===== src/hw/rtl/tta_pkg.sv =====
// shared types, constants and helper functions for the tangent accumulator
package tta_pkg;

  // vertex store geometry
  localparam int MAX_VERTICES = 4096;
  localparam int VTX_AW       = $clog2(MAX_VERTICES);
  localparam int SUM_W        = 6 * 32;

  // request and result codes
  localparam logic REQ_CORNER = 1'b0;
  localparam logic REQ_READ   = 1'b1;
  localparam logic KIND_TRI   = 1'b0;
  localparam logic KIND_SUMS  = 1'b1;

  // multiplier operand slots: products for det and vectors, then squares
  localparam logic [4:0] MI_VEC_LAST = 5'd13;
  localparam logic [4:0] MI_SQ0      = 5'd14;

  typedef struct packed {
    logic               req_type;
    logic [11:0]        vertex_index;
    logic signed [31:0] pos_x;
    logic signed [31:0] pos_y;
    logic signed [31:0] pos_z;
    logic signed [31:0] tex_u;
    logic signed [31:0] tex_v;
  } in_item_t;

  typedef struct packed {
    logic               result_kind;
    logic               degenerate;
    logic signed [31:0] tan_x;
    logic signed [31:0] tan_y;
    logic signed [31:0] tan_z;
    logic signed [31:0] bitan_x;
    logic signed [31:0] bitan_y;
    logic signed [31:0] bitan_z;
  } out_item_t;

  // controller to datapath commands
  typedef struct packed {
    logic              in_take;
    logic              hold_wr;
    logic              hold_slot;
    logic              delta_ld;
    logic              mul_issue;
    logic [4:0]        mul_idx;
    logic              mul_take;
    logic [4:0]        take_idx;
    logic              sign_fix;
    logic              mag_ld;
    logic              grp;
    logic              shift_step;
    logic              sqrt_init;
    logic              sqrt_step;
    logic              div_init;
    logic              div_step;
    logic              div_store;
    logic [1:0]        comp;
    logic              ram_rd;
    logic              rd_of_req;
    logic [1:0]        vsel;
    logic              acc_wr;
    logic              rd_capture;
    logic              clr_we;
    logic [VTX_AW-1:0] clr_addr;
    logic              out_ld;
  } cmd_t;

  // datapath to controller status
  typedef struct packed {
    logic det_zero;
    logic vec_zero;
    logic big;
  } sts_t;

  // saturating 32 bit subtract
  function automatic logic [31:0] sat_sub32(input logic [31:0] a, input logic [31:0] b);
    logic [32:0] d;
    d = {a[31], a} - {b[31], b};
    if (d[32] != d[31]) begin
      return d[32] ? 32'h8000_0000 : 32'h7fff_ffff;
    end
    return d[31:0];
  endfunction

  // saturating 32 bit add
  function automatic logic [31:0] sat_add32(input logic [31:0] a, input logic [31:0] b);
    logic [32:0] s;
    s = {a[31], a} + {b[31], b};
    if (s[32] != s[31]) begin
      return s[32] ? 32'h8000_0000 : 32'h7fff_ffff;
    end
    return s[31:0];
  endfunction

  // vertex lies inside the sum store
  function automatic logic vtx_in_range(input logic [11:0] v);
    return 32'(v) < MAX_VERTICES;
  endfunction

endpackage


===== src/hw/rtl/tta_ctrl.sv =====
// controller: sequences the clearing pass, corner collection, reads, vector math, accumulation and output
module tta_ctrl
  import tta_pkg::*;
(
  input  logic clk,
  input  logic rst_n,
  input  logic in_valid,
  input  logic in_req_type,
  output logic in_stall,
  output logic out_valid,
  input  logic out_stall,
  input  logic cfg_wr_en,
  input  logic cfg_wr_data,
  output cmd_t cmd,
  input  sts_t sts
);

  typedef enum logic [14:0] {
    ST_CLEAR = 15'b000000000000001,
    ST_IDLE  = 15'b000000000000010,
    ST_RD    = 15'b000000000000100,
    ST_RDCAP = 15'b000000000001000,
    ST_DELTA = 15'b000000000010000,
    ST_MUL   = 15'b000000000100000,
    ST_SIGN  = 15'b000000001000000,
    ST_MAG   = 15'b000000010000000,
    ST_SHIFT = 15'b000000100000000,
    ST_SQ    = 15'b000001000000000,
    ST_SQRT  = 15'b000010000000000,
    ST_DIV   = 15'b000100000000000,
    ST_ACCRD = 15'b001000000000000,
    ST_ACCWR = 15'b010000000000000,
    ST_OUT   = 15'b100000000000000
  } state_t;

  state_t            state_r, state_nxt;
  logic [VTX_AW-1:0] clr_r, clr_nxt;
  logic [5:0]        cnt_r, cnt_nxt;
  logic [1:0]        k_r, k_nxt;
  logic              g_r, g_nxt;
  logic [1:0]        j_r, j_nxt;
  logic [1:0]        corners_r, corners_nxt;
  logic              enable_r, enable_nxt;
  logic              out_valid_r, out_valid_nxt;

  // next state and commands
  always_comb begin
    state_nxt   = state_r;
    clr_nxt     = clr_r;
    cnt_nxt     = cnt_r;
    k_nxt       = k_r;
    g_nxt       = g_r;
    j_nxt       = j_r;
    corners_nxt = corners_r;
    enable_nxt  = cfg_wr_en ? cfg_wr_data : enable_r;
    cmd         = '0;
    cmd.grp     = g_r;
    cmd.comp    = k_r;
    cmd.vsel    = j_r;
    case (state_r)
      ST_CLEAR: begin
        cmd.clr_we   = 1'b1;
        cmd.clr_addr = clr_r;
        clr_nxt      = clr_r + VTX_AW'(1);
        if (clr_r == VTX_AW'(MAX_VERTICES - 1)) begin
          state_nxt = ST_IDLE;
        end
      end
      ST_IDLE: begin
        if (in_valid) begin
          cmd.in_take = 1'b1;
          if (in_req_type == REQ_READ) begin
            state_nxt = ST_RD;
          end else if (enable_r) begin
            if (corners_r != 2'd2) begin
              cmd.hold_wr   = 1'b1;
              cmd.hold_slot = corners_r[0];
              corners_nxt   = corners_r + 2'd1;
            end else begin
              corners_nxt = 2'd0;
              state_nxt   = ST_DELTA;
            end
          end
        end
      end
      ST_RD: begin
        cmd.ram_rd    = 1'b1;
        cmd.rd_of_req = 1'b1;
        state_nxt     = ST_RDCAP;
      end
      ST_RDCAP: begin
        cmd.rd_capture = 1'b1;
        state_nxt      = ST_OUT;
      end
      ST_DELTA: begin
        cmd.delta_ld = 1'b1;
        cnt_nxt      = '0;
        state_nxt    = ST_MUL;
      end
      // fourteen products through the shared multiplier, each taken in the cycle after its issue
      ST_MUL: begin
        cmd.mul_issue = (cnt_r[4:0] <= MI_VEC_LAST);
        cmd.mul_idx   = cnt_r[4:0];
        cmd.mul_take  = (cnt_r != 6'd0);
        cmd.take_idx  = cnt_r[4:0] - 5'd1;
        cnt_nxt       = cnt_r + 6'd1;
        if (cnt_r[4:0] == MI_VEC_LAST + 5'd1) begin
          state_nxt = ST_SIGN;
        end
      end
      ST_SIGN: begin
        cmd.sign_fix = 1'b1;
        g_nxt        = 1'b0;
        j_nxt        = 2'd0;
        state_nxt    = sts.det_zero ? ST_ACCRD : ST_MAG;
      end
      ST_MAG: begin
        cmd.mag_ld = 1'b1;
        state_nxt  = ST_SHIFT;
      end
      ST_SHIFT: begin
        if (sts.vec_zero) begin
          g_nxt     = 1'b1;
          j_nxt     = 2'd0;
          state_nxt = g_r ? ST_ACCRD : ST_MAG;
        end else if (sts.big) begin
          cmd.shift_step = 1'b1;
        end else begin
          cnt_nxt   = '0;
          state_nxt = ST_SQ;
        end
      end
      // sum of squares
      ST_SQ: begin
        cmd.mul_issue = (cnt_r < 6'd3);
        cmd.mul_idx   = MI_SQ0 + cnt_r[4:0];
        cmd.mul_take  = (cnt_r != 6'd0);
        cmd.take_idx  = MI_SQ0 + cnt_r[4:0] - 5'd1;
        cnt_nxt       = cnt_r + 6'd1;
        if (cnt_r == 6'd3) begin
          cnt_nxt   = '0;
          state_nxt = ST_SQRT;
        end
      end
      ST_SQRT: begin
        cmd.sqrt_init = (cnt_r == 6'd0);
        cmd.sqrt_step = (cnt_r != 6'd0);
        cnt_nxt       = cnt_r + 6'd1;
        if (cnt_r == 6'd32) begin
          cnt_nxt   = '0;
          k_nxt     = 2'd0;
          state_nxt = ST_DIV;
        end
      end
      // one component: load, 48 quotient bits, store
      ST_DIV: begin
        cmd.div_init  = (cnt_r == 6'd0);
        cmd.div_step  = (cnt_r != 6'd0) && (cnt_r != 6'd49);
        cmd.div_store = (cnt_r == 6'd49);
        cnt_nxt       = cnt_r + 6'd1;
        if (cnt_r == 6'd49) begin
          cnt_nxt = '0;
          if (k_r == 2'd2) begin
            g_nxt     = 1'b1;
            j_nxt     = 2'd0;
            state_nxt = g_r ? ST_ACCRD : ST_MAG;
          end else begin
            k_nxt = k_r + 2'd1;
          end
        end
      end
      ST_ACCRD: begin
        cmd.ram_rd = 1'b1;
        state_nxt  = ST_ACCWR;
      end
      ST_ACCWR: begin
        cmd.acc_wr = 1'b1;
        j_nxt      = j_r + 2'd1;
        state_nxt  = (j_r == 2'd2) ? ST_OUT : ST_ACCRD;
      end
      ST_OUT: begin
        if (!out_valid_r || !out_stall) begin
          cmd.out_ld = 1'b1;
          state_nxt  = ST_IDLE;
        end
      end
      default: begin
        state_nxt = ST_IDLE;
      end
    endcase
    out_valid_nxt = cmd.out_ld | (out_valid_r & out_stall);
  end

  // control registers
  always_ff @(posedge clk) begin
    if (!rst_n) begin
      state_r     <= ST_CLEAR;
      clr_r       <= '0;
      cnt_r       <= '0;
      k_r         <= '0;
      g_r         <= 1'b0;
      j_r         <= '0;
      corners_r   <= '0;
      enable_r    <= 1'b1;
      out_valid_r <= 1'b0;
    end else begin
      state_r     <= state_nxt;
      clr_r       <= clr_nxt;
      cnt_r       <= cnt_nxt;
      k_r         <= k_nxt;
      g_r         <= g_nxt;
      j_r         <= j_nxt;
      corners_r   <= corners_nxt;
      enable_r    <= enable_nxt;
      out_valid_r <= out_valid_nxt;
    end
  end

  assign in_stall  = (state_r != ST_IDLE);
  assign out_valid = out_valid_r;

endmodule


===== config.mk =====
export PLATFORM = sky130hd
export DESIGN_NAME = tta_ctrl
export DESIGN_NICKNAME = d
export VERILOG_FILES = /design/src/hw/rtl/tta_pkg.sv /design/src/hw/rtl/tta_ctrl.sv
export SDC_FILE = /design/constraint.sdc
export NUM_CORES = 1
export LEC_CHECK = 0
export ABC_AREA = 1
export BUFFER_PORTS_ARGS = -buffer_cell sky130_fd_sc_hd__clkbuf_2
export CAP_MARGIN = 15
export CORE_MARGIN = 8
export CORE_UTILIZATION = 38
export CTS_CLUSTER_SIZE = 8
export DETAILED_ROUTE_END_ITERATION = 6
export PLACE_DENSITY = 0.6
export SLEW_MARGIN = 20
export SYNTH_ARGS = -nofsm -noshare
export SYNTH_HDL_FRONTEND = slang
export SYNTH_SLANG_ARGS = --single-unit

===== constraint.sdc =====
create_clock -name clk -period 2.7 [get_ports clk]
set_input_delay 0.54 -clock clk [delete_from_list [all_inputs] [get_ports clk]]
set_output_delay 0.54 -clock clk [all_outputs]
set_load 0.1 [all_outputs]

==> flow_summary_export.csv, run 1 <==
group,metric,value,unit
power,p_int,1.79,mW
yosys,ys_types,37,
yosys,yosysSeqAreaShare,26.6,%
sta,layout_setup_ws,0.0802,ns
yosys,ys_seq_elements,42,
global_route,grt_pass1_vias,3056,
clock_network,tritoncts,"yes",
sta,finalClockSkew,0.00952,ns
power,power.leakage,1.93,nW
layout,final_cell_mix,"nand2_1 (92), nor2_1 (70), inv_1 (65)",
setup_path,cp.required,2.16,ns
global_route,grt_pass1_wl,14.0,mm
hold_path,hp-class,"in2reg",
yosys,synthCells,477,
routing,drc_errors,0,
placed_design,portBuffers,58,
sta,final_max_slew_viol_count,0,
setup_path,path_class,"reg2out",
layout,fin_util,50.3,%
sta,finalHoldViolations,0,
clock_network,root_buffer,"clkbuf_8",
routing,drt_wl_total,8.43,mm
setup_path,worst_setup_path_start_kind,"flop",
layout,fill_cells,818,
setup_path,crit_fanout,5,
layout,final_layout_size_suffix_gt1_share,32.7,%
clock_network,clock_sinks,42,
placed_design,dp_hpwl,6.50,mm
sta,slew_headroom,38.0,%
yosys,synthesis.nets,498,
setup_path,cp.arrival,2.08,ns
layout,nets,567,
routing,drt-vias-per-instance,4.79,
placed_design,pre_cts_slack,0.144,ns
yosys,syn_avg_cell_area,6.63,µm²
clock_network,cts_buffer_depth,2,
sta,max_freq,0.382,GHz
clock_network,htreeDepth,2,
routing,wl_per_cell,12.9,µm
power,p_per_area,918,nW/µm²
global_route,grt.total_usage,14.5,%
layout,final_common_cell,"nand2_1",
power,pwr-share-clk,16.2,%
floorplan,row_count,33,
power,p_comb_share,62.6,%
routing,vias,3120,
sta,finalCriticalPeriod,2.62,ns
floorplan,die_h,107,µm
clock_network,clkLatencyLatePin,0.30,ns
yosys,syn_area,3160,µm²
sta,worst_slew_pin_slew,0.929,ns
floorplan,io_pins,59,
floorplan,die-area,11500,µm²
global_route,grt_start_max_net_pins,22,
power,switchingPower,1.96,mW
sta,rsz0062_at_grt,"yes",
sta,finalCritPeriodShare,97.0,%
routing,first_pass_iters,5,
sta,timing.hold.ws,0.435,ns
job,maxCapViolCount,0,
global_route,antenna_found_initial,0,
global_route,grt-ovfl-total,0,
floorplan,initial_core_util,38.9,%
sta,setup_viol,0,
clock_network,numCtsBuffers,5,
layout,diodes,0,
power,ir_drop,0.720,mV
clock_network,clk_pin_slew,0.09,ns
floorplan,fp.dieW,107,µm
floorplan,core,8130,µm²
routing,drtIter0Drc,95,
yosys,synth_warnings,0,
outcome,outcome,"completed",
placed_design,gp_congestion,0.862,
power,switching_share,52.4,%
routing,ant_nets,0,
placed_design,dpl_cell_area,3760,µm²
layout,syn2layout_area_growth,29.2,%
setup_path,crit_path_end_kind,"output port",
power,p_seq_share,21.2,%
layout,fin_area,4090,µm²
[worst paths after layout]
| check | from | to | slack [ns] | cells after the start |
|---|---|---|---|---|
| setup reg to reg | state_r[13]$_SDFFE_PN0P_ | state_r[1]$_SDFFE_PN0P_ | 0.65 | 12 |
| hold / removal | cfg_wr_en | enable_r$_SDFFE_PN1P_ | 0.43 | 2 |
| setup / recovery | state_r[14]$_SDFFE_PN0P_ | cmd[41] | 0.08 | 8 |
| hold reg to reg | j_r[0]$_SDFFE_PN0P_ | j_r[0]$_SDFFE_PN0P_ | 0.49 | 2 |
[synthesized netlist by cell type (all sizes together)]
cell type,n,area [µm²]
a211oi,1,7.51
a21oi,22,110
and3,1,11.3
buf,5,73.8
clkbuf,5,18.8
clkinv,1,8.76
dfxtp,42,841
ha,11,138
inv,71,267
nand2,112,516
nand3,35,225
nand3b,3,26.3
nand4,10,68.8
nor2,109,534
nor3,16,110
nor3b,2,20.0
nor4,1,21.3
o21ai,24,120
o22ai,1,6.26
or2,1,6.26
xor2,4,35.0
[power by group through the flow]
stage	Sequential [mW]	Clock (mW)	Combinational, mW
3_5_place_dp	0.783	0	2.12
6_report	0.796	0.606	2.35
2_1_floorplan	0.812	0	1.83
5_1_grt	0.810	0.641	2.55
3_3_place_gp	0.781	0	2.12
4_1_cts	0.770	0.614	2.29
[what timing repair did]
action,4_1_cts,5_1_grt
cloned,0,0
setup endpoints to repair,4,18
pin swaps,2,15
hold buffers,0,0
resized for setup,5,26
buffers inserted,5,6
[stage by stage]
stage	power (mW)	TNS (ns)	std cells
finish	3.75	0	652
global route	4.00	-0.0526	652
CTS	3.68	0	646
detailed placement	2.91	0	633
global placement	2.90	0	633
floorplan	2.64	-4.47	477
[flip-flops by register name (all words and copies together) (netlist names)]
signal	cells
enable_r	1
state_r	15
cnt_r	6
g_r	1
j_r	2
out_valid	1
corners_r	2
k_r	2
clr_r	12
[routing by layer]
layer	track usage (%)	part of all wire, %	vias up
met5	0	0	-
met4	2.91	0.82	0
met2	26.0	50	54
met3	3.11	4.2	6
li1	-	-	1635
met1	17.3	45	1425
[worst max-delay path: stages (launching register included)]
cell      delay, ns
dfxtp_4        0.36
nor2_4         0.13
nand2_4        0.09
buf_4          0.16
nor2_8         0.19
buf_4          0.16
nand3_1        0.11
nand2_1        0.12
clkbuf_2       0.46
[final cells by class]
cell class / instances / area (µm²) / area share [%]
Sequential cell: 42 / 853 / 20.9
Clock buffer: 5 / 68.8 / 1.68
Inverter: 72 / 275 / 6.73
Multi-Input combinational cell: 353 / 2100 / 51.4
Tap cell: 105 / 131 / 3.21
Clock inverter: 3 / 68.8 / 1.68
Timing Repair Buffer: 72 / 588 / 14.4
[cells by family after synthesis]
logic type	synth area share (%)
XOR/XNOR	1.11
flip-flops	26.6
buffers and inverters	11.6
adder cells (fa/ha/maj)	4.35
AND/OR/NAND/NOR	48.6
AO/OA/AOI/OAI	7.71
Power figures use the tool's default switching activity.
==> run 2: changes to the inputs <==
--- a/config.mk
+++ b/config.mk
@@ -12,6 +12,7 @@
 export CORE_UTILIZATION = 38
 export CTS_CLUSTER_SIZE = 8
 export DETAILED_ROUTE_END_ITERATION = 6
+export GPL_TIMING_DRIVEN = 1
 export PLACE_DENSITY = 0.6
 export SLEW_MARGIN = 20
 export SYNTH_ARGS = -nofsm -noshare
==> constraint.sdc (replaced) <==
create_clock -name clk -period 2.7 [get_ports clk]
set_input_delay 0.135 -clock clk [delete_from_list [all_inputs] [get_ports clk]]
set_output_delay 0.135 -clock clk [all_outputs]
set_load 0.1 [all_outputs]
==> flow_summary_export.csv, run 2 (same netlist as run 1, synthesis figures left out) <==
group,metric,value,unit
sta,finalHoldViolations,0,
sta,slew_headroom,44.6,%
layout,final_cell_mix,"nand2_1 (94), nor2_1 (80), inv_1 (67)",
floorplan,initial_core_util,38.9,%
job,maxCapViolCount,0,
layout,syn2layout_area_growth,14.5,%
routing,ant_nets,0,
layout,nets,555,
clock_network,root_buffer,"clkbuf_8",
global_route,grt_pass1_wl,14.1,mm
setup_path,crit_end,"cmd[32]",
layout,diodes,0,
placed_design,dpl_cell_area,3530,µm²
sta,final_max_slew_viol_count,0,
power,p_total,3.22,mW
outcome,outcome,"completed",
setup_path,setup.worst_path.start,"state_r[12]$_SDFFE_PN0P_",
global_route,antenna_found_initial,0,
placed_design,portBuffers,58,
clock_network,tritoncts,"yes",
setup_path,worst_setup_path_start_kind,"flop",
layout,largest_register,"state_r",
layout,final_layout_size_suffix_gt1_share,26.4,%
routing,drtIter0Drc,100,
global_route,grt_pass1_vias,2983,
hold_path,min_from,"cfg_wr_en",
setup_path,cp.buffers_inverters,3,
clock_network,numCtsBuffers,5,
routing,drt-vias-per-instance,4.76,
setup_path,cp.arrival,2.36,ns
global_route,grt.total_usage,14.8,%
placed_design,gp_congestion,0.845,
setup_path,cp.depth,11,
routing,wl_met2,3.92,mm
layout,largest_registers,"state_r: 15 flops, clr_r: 12 flops, cnt_r: 6 flops",
setup_path,cp_top_family,"simple AND/OR/NAND/NOR gates",
floorplan,io_pins,59,
routing,dr.max_layer_used,"met4",
sta,finalCritPeriodShare,92.6,%
routing,drc_errors,0,
routing,drt_wl_total,8.27,mm
sta,layout_setup_ws,0.201,ns
setup_path,cp_slowest_stage_delay,0.42,ns
power,power.leakage,1.78,nW
routing,first_pass_iters,4,
hold_path,hp-class,"in2reg",
setup_path,cp.required,2.57,ns
routing,wl_per_cell,12.9,µm
clock_network,clkLatencyLatePin,0.30,ns
clock_network,postCtsSetupRepairBufs,0,
setup_path,crit_fanout,6,
sta,worst_slew_pin_slew,0.830,ns
clock_network,cts-resized-gates,0,
setup_path,r2r_end,"state_r[8]$_SDFFE_PN0P_",
clock_network,htreeDepth,2,
placed_design,pre_cts_slack,0.491,ns
layout,fin_area,3620,µm²
sta,setup_viol,0,
routing,wl_met1,3.98,mm
floorplan,fp.dieW,107,µm
global_route,grt_start_max_net_pins,23,
setup_path,path_cells,"nor2_2 -> nand2_4 -> nor2_1 -> nand2_4 -> clkinv_4 -> nand2_1 -> nand2_1 -> inv_1 -> ha_1 -> nor2_2 -> buf_2",
floorplan,die-area,11500,µm²
sta,max_freq,0.400,GHz
routing,vias,3049,
layout,final_common_cell,"nand2_1",
floorplan,row_count,33,
sta,finalCriticalPeriod,2.50,ns
routing,wl_met3,313,µm
floorplan,die_h,107,µm
floorplan,core,8130,µm²
power,p_per_area,888,nW/µm²
setup_path,path_class,"reg2out",
setup_path,crit_slowest_cell,"buf_2",
setup_path,reg2reg_setup_slack,0.67,ns
global_route,grt-ovfl-total,0,
sta,finalClockSkew,0.0187,ns
power,ir_drop,0.385,mV
placed_design,dp_hpwl,6.64,mm
setup_path,reg2reg_depth,10,
clock_network,cts_buffer_depth,2,
setup_path,r2r_start,"cnt_r[1]$_SDFFE_PN0P_",
setup_path,crit_path_end_kind,"output port",
clock_network,clock_sinks,42,
clock_network,clk_pin_slew,0.10,ns
layout,largest_reg_flops,15,
sta,rsz0062_at_grt,"no",
clock_network,hold_buffers,0,
## run 2: worst min-delay path by stage
stage / depth (start not counted) / endpoint
3_3_place_gp: 2 / enable_r$_SDFFE_PN1P_
6_report: 2 / enable_r$_SDFFE_PN1P_
2_1_floorplan: 1 / enable_r$_SDFFE_PN1P_
3_5_place_dp: 2 / enable_r$_SDFFE_PN1P_
5_1_grt: 2 / enable_r$_SDFFE_PN1P_
4_1_cts: 2 / enable_r$_SDFFE_PN1P_
## run 2: layout make-up
class	instances	area (µm²)
fillers	842	4510
flip-flops and latches	42	841
well taps	105	131
repair buffers	60	310
multi-input cells	353	1970
clock buffers	5	68.8
inverters	72	275
clock inverters	3	23.8
## run 2: report_power, final
group	leakage [nW]	total [mW]	switching, mW	internal [mW]
clock network	0.0408	0.433	0.248	0.185
registers	0.341	0.769	0.0654	0.703
logic	1.40	2.02	1.56	0.461
## run 2: metrics by stage
stage | hold slack, ns | util [%] | std cells | TNS [ns]
finish | 0.0190 | 44.5 | 640 | 0
global route | 0.0405 | 44.5 | 640 | 0
CTS | 0.0110 | 44.5 | 640 | 0
detailed placement | 0.343 | 43.4 | 632 | 0
global placement | 0.332 | 43.4 | 632 | 0
floorplan | 0.235 | - | 477 | -1.53
## run 2: layer usage
layer | vias to the layer above | track usage (%)
met5 | - | 0
met4 | 0 | 2.81
met3 | 4 | 2.57
met2 | 47 | 24.7
met1 | 1380 | 19.4
li1 | 1618 | -
==> run 3: changes to the inputs <==
--- a/config.mk
+++ b/config.mk
@@ -9,11 +9,11 @@
 export BUFFER_PORTS_ARGS = -buffer_cell sky130_fd_sc_hd__clkbuf_2
 export CAP_MARGIN = 15
 export CORE_MARGIN = 8
-export CORE_UTILIZATION = 38
+export CORE_UTILIZATION = 45
 export CTS_CLUSTER_SIZE = 8
 export DETAILED_ROUTE_END_ITERATION = 6
 export GPL_TIMING_DRIVEN = 1
-export PLACE_DENSITY = 0.6
+export PLACE_DENSITY = 0.69
 export SLEW_MARGIN = 20
 export SYNTH_ARGS = -nofsm -noshare
 export SYNTH_HDL_FRONTEND = slang
==> flow_summary_export.csv, run 3 (same netlist as run 1, synthesis figures left out) <==
group,metric,value,unit
outcome,outcome,"completed",
global_route,grt.total_usage,16.7,%
placed_design,gp_congestion,0.897,
routing,first_pass_iters,4,
setup_path,path_cells,"nor2_2 -> nand2_4 -> nor2_1 -> nand2_4 -> clkinv_4 -> nand2_1 -> nand2_1 -> inv_1 -> ha_1 -> nor2_2 -> buf_2",
power,p_per_area,887,nW/µm²
setup_path,crit_fanout,6,
floorplan,core,6790,µm²
power,p_total,3.19,mW
job,maxCapViolCount,0,
sta,setup_viol,0,
floorplan,die_h,99.9,µm
floorplan,io_pins,59,
sta,final_max_slew_viol_count,0,
routing,drt-vias-per-instance,4.90,
sta,finalClockSkew,0.00910,ns
global_route,grt-ovfl-total,0,
routing,wl_met3,331,µm
setup_path,worst_setup_path_start_kind,"flop",
layout,final_cell_mix,"nand2_1 (94), nor2_1 (80), inv_1 (67)",
power,power.leakage,1.78,nW
setup_path,crit_slowest_cell,"buf_2",
clock_network,cts_buffer_depth,2,
layout,final_common_cell,"nand2_1",
global_route,grt_pass1_wl,13.8,mm
setup_path,cp_top_family,"simple AND/OR/NAND/NOR gates",
layout,largest_registers,"state_r: 15 flops, clr_r: 12 flops, cnt_r: 6 flops",
clock_network,htreeDepth,2,
layout,largest_reg_flops,15,
sta,setup_tns,0,ns
floorplan,die-area,9970,µm²
routing,vias,3089,
clock_network,clock_sinks,42,
sta,max_freq,0.392,GHz
layout,nets,554,
sta,slew_headroom,45.7,%
layout,syn2layout_area_growth,13.8,%
sta,finalCritPeriodShare,94.5,%
setup_path,cp.buffers_inverters,3,
routing,wl_met2,3.87,mm
layout,fin_util,53.0,%
setup_path,crit_path_end_kind,"output port",
layout,largest_register,"state_r",
routing,drc_errors,0,
routing,ant_nets,0,
clock_network,root_buffer,"clkbuf_8",
placed_design,portBuffers,58,
global_route,grt_pass1_vias,2974,
clock_network,tritoncts,"yes",
sta,worst_slew_pin_slew,0.814,ns
setup_path,cp.arrival,2.42,ns
sta,rsz0062_at_grt,"no",
placed_design,dp_hpwl,6.32,mm
routing,wl_met1,3.59,mm
setup_path,cp_slowest_stage_delay,0.43,ns
floorplan,initial_core_util,46.6,%
sta,finalHoldViolations,0,
global_route,antenna_found_initial,0,
floorplan,row_count,30,
routing,drt_wl_total,7.91,mm
setup_path,cp.required,2.57,ns
clock_network,numCtsBuffers,5,
floorplan,fp.dieW,99.9,µm
global_route,grt_start_max_net_pins,23,
layout,final_layout_size_suffix_gt1_share,26.2,%
power,ir_drop,0.540,mV
routing,dr.max_layer_used,"met4",
routing,drtIter0Drc,167,
hold_path,hp-class,"in2reg",
clock_network,clkLatencyLatePin,0.30,ns
routing,wl_per_cell,12.6,µm
setup_path,path_class,"reg2out",
layout,diodes,0,
sta,finalCriticalPeriod,2.55,ns
clock_network,clk_pin_slew,0.09,ns
==> run 3: cell count changes in the layout (fill, tap and decap cells not counted) <==
| cell | delta |
|---|---|
| clkinv_4 | +1 |
| clkbuf_4 | +1 |
| clkinvlp_4 | -1 |
| clkinv_2 | +1 |
| inv_6 | -1 |
| buf_4 | -2 |
==> run 3: layer usage <==
metal	vias up	track usage, %
met5	-	0
met4	0	4.66
li1	1618	-
met2	65	28.2
met1	1395	21.2
met3	11	3.04
==> run 3: final timing paths <==
kind         slack (ns)                     start  depth (start not counted)                     to
max                0.15  state_r[12]$_SDFFE_PN0P_                         11                cmd[32]
min                0.03                 cfg_wr_en                          2  enable_r$_SDFFE_PN1P_
max reg2reg        0.70     cnt_r[1]$_SDFFE_PN0P_                          9  cnt_r[2]$_SDFFE_PN0P_
min reg2reg        0.49       j_r[1]$_SDFFE_PN0P_                          2    j_r[1]$_SDFFE_PN0P_
==> run 3: timing repair <==
item	CTS	global route
resized for setup	0	3
hold buffers	0	0
setup buffers	0	0
setup endpoints to repair	0	2
==> run 3: layout make-up <==
type / instances / area (µm²)
clock buffer: 5 / 68.8
tap: 96 / 120
fill: 683 / 3190
timing repair buffer: 59 / 303
sequential: 42 / 841
inverter: 72 / 275
multi-input combinational: 353 / 1970
clock inverter: 3 / 21.3
==> run 3: power by group <==
part	switching (mW)	total, mW	internal, mW
combinational	1.55	2.01	0.461
clock	0.233	0.415	0.182
sequential	0.0660	0.769	0.703
==> run 3: worst register-to-register path: stages (launching register included) <==
cell     delay [ns]
dfxtp_1        0.37
inv_1          0.21
ha_1           0.23
nand4_1        0.18
nand3_2        0.18
nand2_4        0.08
nor2_1         0.31
inv_1          0.14
nand3_1        0.10
a21oi_1        0.06
==> run 3: metrics by stage <==
step / area (µm²) / setup slack (ns) / std cells / hold slack [ns]
floorplan: 3180 / -0.512 / 477 / 0.235
global placement: 3510 / 0.462 / 622 / 0.333
detailed placement: 3510 / 0.401 / 622 / 0.346
CTS: 3600 / 0.0571 / 630 / 0.0174
global route: 3600 / 0.00923 / 630 / 0.0218
finish: 3600 / 0.148 / 630 / 0.0285
